**src/rm7_pkg.sv**
```systemverilog
// Shared types and constants for the running median filter.
// No dependencies; imported by every module under src.
package rm7_pkg;

  localparam int WINDOW      = 7;
  localparam int SAMPLE_BITS = 16;
  localparam int MID         = WINDOW / 2;
  localparam int AGE_BITS    = $clog2(WINDOW);
  localparam int CNT_BITS    = $clog2(WINDOW + 1);

  typedef logic signed [SAMPLE_BITS-1:0] sample_t;

  // One sorted slot: value, how many beats it has been in the window, occupied flag.
  typedef struct packed {
    sample_t               value;
    logic [AGE_BITS-1:0]   age;
    logic                  valid;
  } entry_t;

  // Travels low index to high: slot after removal, its "below new sample" flag,
  // and whether the removed slot lies at or below the sender.
  typedef struct packed {
    entry_t ent;
    logic   lt;
    logic   sd;
  } fwd_t;

  // Travels high index to low: current slot and its "below new sample" flag.
  typedef struct packed {
    entry_t ent;
    logic   cmp;
  } back_t;

endpackage

```
**src/running_median7_filter.sv**
```systemverilog
// Running median over the last 7 samples: a row of sorted cells plus output buffer.
// Takes one sample per cycle while sample_stall is low; the median of each full window is
// registered in the output buffer, from the combinational compare/shift across the cells.
// Stall is raised only while the skid stage holds a beat.
// Synchronous reset empties the window, fill count and output buffer.
// Depends on rm7_pkg, rm7_cell, rm7_obuf.
module running_median7_filter (
  input  logic             clk,
  input  logic             rst,
  input  logic             sample_valid,
  output logic             sample_stall,
  input  rm7_pkg::sample_t sample,
  input  logic             first,
  output logic             median_valid,
  input  logic             median_stall,
  output rm7_pkg::sample_t median
);
  import rm7_pkg::*;

  logic                fill_count_busy;
  logic [CNT_BITS-1:0] fill_count;
  logic [CNT_BITS-1:0] fill_eff;
  logic [CNT_BITS-1:0] fill_count_next;
  logic                accept;
  logic                full;
  logic                result;
  fwd_t                fwd  [0:WINDOW];
  back_t               back [0:WINDOW];
  entry_t              ent_next [0:WINDOW-1];

  assign sample_stall = fill_count_busy;
  assign accept       = sample_valid & ~sample_stall;

  always_comb begin
    fill_eff        = first ? '0 : fill_count;
    full            = (fill_eff == CNT_BITS'(WINDOW));
    result          = (fill_eff >= CNT_BITS'(WINDOW - 1));
    fill_count_next = full ? fill_eff : fill_eff + CNT_BITS'(1);
  end

  always_ff @(posedge clk) begin
    if (rst) begin
      fill_count <= '0;
    end else if (accept) begin
      fill_count <= fill_count_next;
    end
  end

  // lowest cell always sees "insert here" from its left
  assign fwd[0]      = '{ent: '0, lt: 1'b1, sd: 1'b0};
  assign back[WINDOW] = '{ent: '0, cmp: 1'b0};

  for (genvar k = 0; k < WINDOW; k++) begin : g_cell
    rm7_cell u_cell (
      .clk      (clk),
      .rst      (rst),
      .en       (accept),
      .clear    (first),
      .full     (full),
      .x        (sample),
      .fwd_in   (fwd[k]),
      .back_in  (back[k+1]),
      .fwd_out  (fwd[k+1]),
      .back_out (back[k]),
      .ent_next (ent_next[k])
    );
  end

  rm7_obuf u_obuf (
    .clk          (clk),
    .rst          (rst),
    .push         (accept & result),
    .data         (ent_next[MID].value),
    .busy         (fill_count_busy),
    .median_valid (median_valid),
    .median_stall (median_stall),
    .median       (median)
  );

endmodule

```
**src/rm7_cell.sv**
```systemverilog
// One slot of the sorted window with its local remove/insert update.
// Depends on rm7_pkg.
module rm7_cell (
  input  logic           clk,
  input  logic           rst,
  input  logic           en,
  input  logic           clear,
  input  logic           full,
  input  rm7_pkg::sample_t x,
  input  rm7_pkg::fwd_t  fwd_in,
  input  rm7_pkg::back_t back_in,
  output rm7_pkg::fwd_t  fwd_out,
  output rm7_pkg::back_t back_out,
  output rm7_pkg::entry_t ent_next
);
  import rm7_pkg::*;

  entry_t ent;
  entry_t cur;
  entry_t kept;
  logic   cmp;
  logic   rm;
  logic   sd;
  logic   ltp;

  always_comb begin
    cur       = ent;
    cur.valid = ent.valid & ~clear;
    cmp       = cur.valid && ($signed(cur.value) < $signed(x));
    rm        = full && cur.valid && (cur.age == AGE_BITS'(WINDOW - 1));
    sd        = fwd_in.sd | rm;
    // slot contents once the oldest sample is taken out
    kept      = sd ? back_in.ent : cur;
    ltp       = sd ? back_in.cmp : cmp;

    fwd_out.ent = kept;
    fwd_out.lt  = ltp;
    fwd_out.sd  = sd;
    back_out.ent = cur;
    back_out.cmp = cmp;

    if (ltp) begin
      ent_next     = kept;
      ent_next.age = kept.age + AGE_BITS'(1);
    end else if (fwd_in.lt) begin
      ent_next.value = x;
      ent_next.age   = '0;
      ent_next.valid = 1'b1;
    end else begin
      ent_next     = fwd_in.ent;
      ent_next.age = fwd_in.ent.age + AGE_BITS'(1);
    end
  end

  always_ff @(posedge clk) begin
    if (rst) begin
      ent <= '0;
    end else if (en) begin
      ent <= ent_next;
    end
  end

endmodule

```
**src/rm7_obuf.sv**
```systemverilog
// Output register with a skid stage for the median channel.
// Depends on rm7_pkg.
module rm7_obuf (
  input  logic             clk,
  input  logic             rst,
  input  logic             push,
  input  rm7_pkg::sample_t data,
  output logic             busy,
  output logic             median_valid,
  input  logic             median_stall,
  output rm7_pkg::sample_t median
);
  import rm7_pkg::*;

  logic    skid_valid;
  sample_t skid_data;
  logic    pop;

  assign pop  = median_valid & ~median_stall;
  assign busy = skid_valid;

  always_ff @(posedge clk) begin
    if (rst) begin
      median_valid <= 1'b0;
      skid_valid   <= 1'b0;
    end else if (skid_valid) begin
      if (pop) begin
        skid_valid <= 1'b0;
      end
    end else if (push) begin
      if (!median_valid || pop) begin
        median_valid <= 1'b1;
      end else begin
        skid_valid <= 1'b1;
      end
    end else if (pop) begin
      median_valid <= 1'b0;
    end
  end

  always_ff @(posedge clk) begin
    if (skid_valid) begin
      if (pop) begin
        median <= skid_data;
      end
    end else if (push) begin
      if (!median_valid || pop) begin
        median <= data;
      end else begin
        skid_data <= data;
      end
    end
  end

endmodule

```
**config.mk**
```make
export PLATFORM = sky130hd
export DESIGN_NAME = running_median7_filter
export DESIGN_NICKNAME = d
export VERILOG_FILES = /design/src/rm7_pkg.sv /design/src/running_median7_filter.sv /design/src/rm7_cell.sv /design/src/rm7_obuf.sv
export SDC_FILE = /design/constraint.sdc
export NUM_CORES = 1
export LEC_CHECK = 0
export BUFFER_PORTS_ARGS = -buffer_cell sky130_fd_sc_hd__buf_2
export CAP_MARGIN = 10
export CORE_ASPECT_RATIO = 1.4
export CORE_UTILIZATION = 61
export DETAILED_ROUTE_END_ITERATION = 8
export HOLD_SLACK_MARGIN = 0.12
export PLACE_DENSITY = 0.82
export SYNTH_ARGS = -nofsm -noshare
export SYNTH_HDL_FRONTEND = slang
export SYNTH_SLANG_ARGS = --single-unit
```
**constraint.sdc**
```tcl
create_clock -name clk -period 7.79 [get_ports clk]
set_clock_uncertainty 0.1 [all_clocks]
set_input_delay 0.3895 -clock clk [delete_from_list [all_inputs] [get_ports clk]]
set_output_delay 0.3895 -clock clk [all_outputs]
set_load 0.02 [all_outputs]
```
==> impl_results.md <==
- Core outline area: 0.0198 mm^2
- Number of buffers added on ports: 38
- Antenna Violating Nets Remaining: 0
- Layout cell share with drive strength beyond 1: about 14%
- Height of the chip: approximately 170 um
- Worst path arrival time: 4.62 ns
- Sequential cell area fraction in the yosys report: 31.2%
- Worst R2R Path Depth: 9
- Pre-CTS setup slack: roughly 3.1 ns
- Worst R2R End: g_cell[5].u_cell.back_out[5]
- Final non-filler cell area: around 0.013 mm^2
- Largest cells by area after synthesis: sky130_fd_sc_hd__dfxtp_1, sky130_fd_sc_hd__ha_1, sky130_fd_sc_hd__edfxtp_1
- Post-synth EDFFs: 32
- Starting density of the core: a little over three fifths
- Clock buffer count from CTS: 17
- Number of antenna violations at the first check in global routing: 0
- Clk Latency, worst-skew pair: between 0.4 and 0.5 ns
- Number of core rows: 61
- Least-Margin Pin Slew: roughly 1.3 ns
- Netlist Area Pre-Place: ~0.012 mm^2
- Number of placed instances, taps included: approximately 1700
- Asr flop ratio synth: 0%
- Unique masters post-synth: between 80 and 90
- Maxcap violations: 0
- Primary flip-flop cell chosen by synthesis mapping: sky130_fd_sc_hd__dfxtp_1
- Classification of the worst-slack hold path: input port to flop
- Remaining Overflow, GRT: 0
- Final hold violation count: 0
- Net count reported at finish: around 1600
- Clock slew seen by the registers of the worst setup and hold paths: 0.07 ns
- Total routing usage reported by global routing: between 30% and 40%
- Die area: ~0.021 mm^2
- Fraction of post-synthesis cell area in the top cell type by area: a little under a quarter
- Total of hold buffers inserted after clock tree synthesis: 0
- Worst hold stages: 2
- Ratio of routed vias to standard cells: slightly below 7
- Largest area contributor in the netlist: sky130_fd_sc_hd__dfxtp_1
- Maximum count of clock buffers along a single path: 2
- DRC marker count from the first detailed-route iteration: about 900
- Wire length per cell after detailed routing: about 22 um
- Cell count after synthesis: about 1400
- Critical R2R Launch: fill_count[1]
- Max-slew violations: 0
- WHS Endpoint: u_obuf.busy
- Sequential cell area in the final layout: 0.00386 mm^2
- Largest net degree at the start of global routing: 67
- Setup TNS: 0 ns
- Startpoint class of the critical path: flop
- Post-synthesis average cell area: 8.57 um^2
- Leak: 5.80 nW
- Antenna diode count: 0
- FMAX: around 230 MHz
- Shortest clock period the worst path allows after layout: between 4 and 5 ns
- Period Utilization, post-route: a little under three fifths
- Worst slew margin relative to its limit: between 10% and 20%
- Critical path capture point type: flop
- Multi-input gate area: 0.00790 mm^2
- Die Span X: approximately 120 um
- Run status: completed
- Post_cts resized: 0
- Warnings, synthesis: 0
- Synthesis-to-finish area growth: 7.04%
- First-pass iteration count of the detailed router: 5
- Required time reported for the critical path endpoint: 8.08 ns
- Level count of the clock H-tree: 4
- Peak ir drop on the vdd network: around 0.15 mV
- Number of top-level pins: 39
- Final HPWL from detailed placement: approximately 26000 um
- Cell Pwr Density: approximately 180 mW/mm^2
- Total via count after detailed routing: roughly 12000
- Aggregate routed wire length: around 37000 um
- Final weighted congestion in routability-driven placement: approximately 0.97
- Hold path start: median_stall
- Max Fanout on Critical Path: 25
- Wire length of the first global-routing pass: 59000 um
- Buffers inserted during post-CTS setup optimization: 0
- DRC violation count after routing: 0
- Number of synthesized register bits: around 180
- Clock tree sinks: ~180
- CTS tree: built
- Smallest setup slack after layout: around 3.5 ns
- Endpoints failing setup: 0
- Final Instance Count excl. Fillers: ~1700
- Net count after synthesis: between 1500 and 2000
- Placed instance area: 0.0127 mm^2
- Category of the critical setup timing path: flop to flop
- Worst-case register-to-register setup slack: about 3.5 ns
- Final cell utilization of the core: approximately 67%
- Setup repair after global routing missed its margin: false
- Number of fillers in the final layout: 1603
- Clock tree root driver cell: sky130_fd_sc_hd__clkbuf_16
- Via count of the first global-routing pass: between 10000 and 15000
[state kept, by name, indices dropped and copies added, names as in the netlist]
| register | flops |
|---|---|
| fill_count | 3 |
| u_obuf.skid_data | 16 |
| u_obuf.busy | 1 |
| g_cell.u_cell.ent | 7 |
| u_obuf.median_valid | 1 |
| u_obuf.median | 16 |
| g_cell.u_cell.back_out | 133 |
[cells in the mapped netlist (all sizes together), types with 5 or more instances]
master	n
nand4	16
buf	47
o31ai	18
a221o	12
o221ai	31
a21o	13
o22ai	17
a22o	5
mux2i	59
xnor2	6
nor4	20
nor3b	13
a311oi	17
o21a	22
dfxtp	145
nor2	148
nand3b	9
a2111oi	10
mux2	70
clkbuf	50
o21ai	86
nand3	51
a31oi	11
nor2b	9
inv	56
a21oi	113
edfxtp	32
a211oi	10
nand2	155
o211ai	6
nand2b	11
ha	114
nand4b	9
nor3	13
[worst max path at each step]
stage | startpoint | endpoint | slack (ns) | cells past startpoint
floorplan | sample[2] | g_cell[0].u_cell.back_out[19] | 4.61 | 11
global placement | first | g_cell[6].u_cell.back_out[4] | 3.33 | 12
detailed placement | first | g_cell[6].u_cell.back_out[4] | 3.14 | 12
CTS | fill_count[1] | g_cell[6].u_cell.back_out[4] | 3.47 | 9
global route | fill_count[1] | g_cell[6].u_cell.back_out[4] | 3.16 | 9
finish | fill_count[1] | g_cell[5].u_cell.back_out[5] | 3.47 | 9
[stage by stage]
step / hold WS [ns] / power, mW
after CTS: 0.146 / 2.31
final: 0.155 / 2.33
after global placement: 0.345 / 1.41
after floorplan: 0.318 / 1.31
after detailed placement: 0.352 / 1.42
after global routing: 0.178 / 2.40
[layout make-up]
cell class	count	share of cell area (%)
clock inverters	15	1.37
inverters	57	1.61
multi-input cells	1115	59.6
repair buffers	61	2.74
flip-flops and latches	177	29.1
well taps	252	2.38
clock buffers	17	3.21
[worst max-delay path, cell delays in order (launching register included)]
cell and delay [ns]:
sky130_fd_sc_hd__dfxtp_1 0.37, sky130_fd_sc_hd__nor2b_1 0.19, sky130_fd_sc_hd__ha_1 0.23, sky130_fd_sc_hd__nand3_2 0.31, sky130_fd_sc_hd__a31oi_4 0.84, sky130_fd_sc_hd__or2_1 0.26
sky130_fd_sc_hd__nand3_1 0.62, sky130_fd_sc_hd__a21oi_2 0.92, sky130_fd_sc_hd__o221ai_1 0.29, sky130_fd_sc_hd__nand3_1 0.12
[cells by family (layout without fill, tap and decap cells)]
group,count (synthesis),count (layout),synth area share (%)
xor+xnor,6,6,0.424
flops,177,177,31.2
compound gates,399,399,22.2
buf+inv,154,150,5.48
simple gates,467,467,17.6
mux,129,129,11.6
fa+ha+maj,114,114,11.5
[layer usage]
metal  up-vias  track usage [%]  wire length, um
li1       5336                -                -
met5         -                0                0
met3       147             6.23             2980
met2       625             60.1            17700
met4         0             22.3             2090
met1      5496             43.6            14400
[layout by cell type (no fill, tap or decap), types with 9 or more instances in the layout]
| master | synthesis | routed |
|---|---|---|
| sky130_fd_sc_hd__mux2_4 | 16 | 16 |
| sky130_fd_sc_hd__buf_4 | 7 | 23 |
| sky130_fd_sc_hd__nand4_1 | 16 | 16 |
| sky130_fd_sc_hd__o21a_1 | 21 | 21 |
| sky130_fd_sc_hd__nand3_1 | 50 | 50 |
| sky130_fd_sc_hd__nand2b_1 | 11 | 10 |
| sky130_fd_sc_hd__nand2_1 | 155 | 155 |
| sky130_fd_sc_hd__nor2_1 | 146 | 144 |
| sky130_fd_sc_hd__mux2_2 | 53 | 53 |
| sky130_fd_sc_hd__clkbuf_16 | 0 | 17 |
| sky130_fd_sc_hd__ha_1 | 114 | 114 |
| sky130_fd_sc_hd__dfxtp_1 | 145 | 145 |
| sky130_fd_sc_hd__o31ai_1 | 18 | 18 |
| sky130_fd_sc_hd__buf_2 | 24 | 38 |
| sky130_fd_sc_hd__o21ai_0 | 78 | 78 |
| sky130_fd_sc_hd__a311oi_1 | 17 | 17 |
| sky130_fd_sc_hd__mux2i_1 | 58 | 58 |
| sky130_fd_sc_hd__inv_1 | 54 | 54 |
| sky130_fd_sc_hd__a21o_1 | 13 | 13 |
| sky130_fd_sc_hd__nor4_1 | 20 | 20 |
| sky130_fd_sc_hd__a21oi_1 | 109 | 108 |
| sky130_fd_sc_hd__o22ai_1 | 17 | 17 |
| sky130_fd_sc_hd__nand3b_1 | 9 | 9 |
| sky130_fd_sc_hd__a221o_1 | 12 | 12 |
| sky130_fd_sc_hd__o221ai_1 | 31 | 31 |
| sky130_fd_sc_hd__nor3_1 | 13 | 13 |
| sky130_fd_sc_hd__nor3b_1 | 13 | 13 |
| sky130_fd_sc_hd__edfxtp_1 | 32 | 32 |
[where the power goes]
part | total [mW] | leakage [nW] | internal [mW] | switching (mW)
clock | 0.912 | 0.295 | 0.509 | 0.403
sequential | 1.03 | 1.50 | 0.975 | 0.0501
combinational | 0.392 | 4.00 | 0.155 | 0.237
total | 2.33 | 5.80 | 1.64 | 0.691
Note: power is estimated with default switching activity, not from simulation.
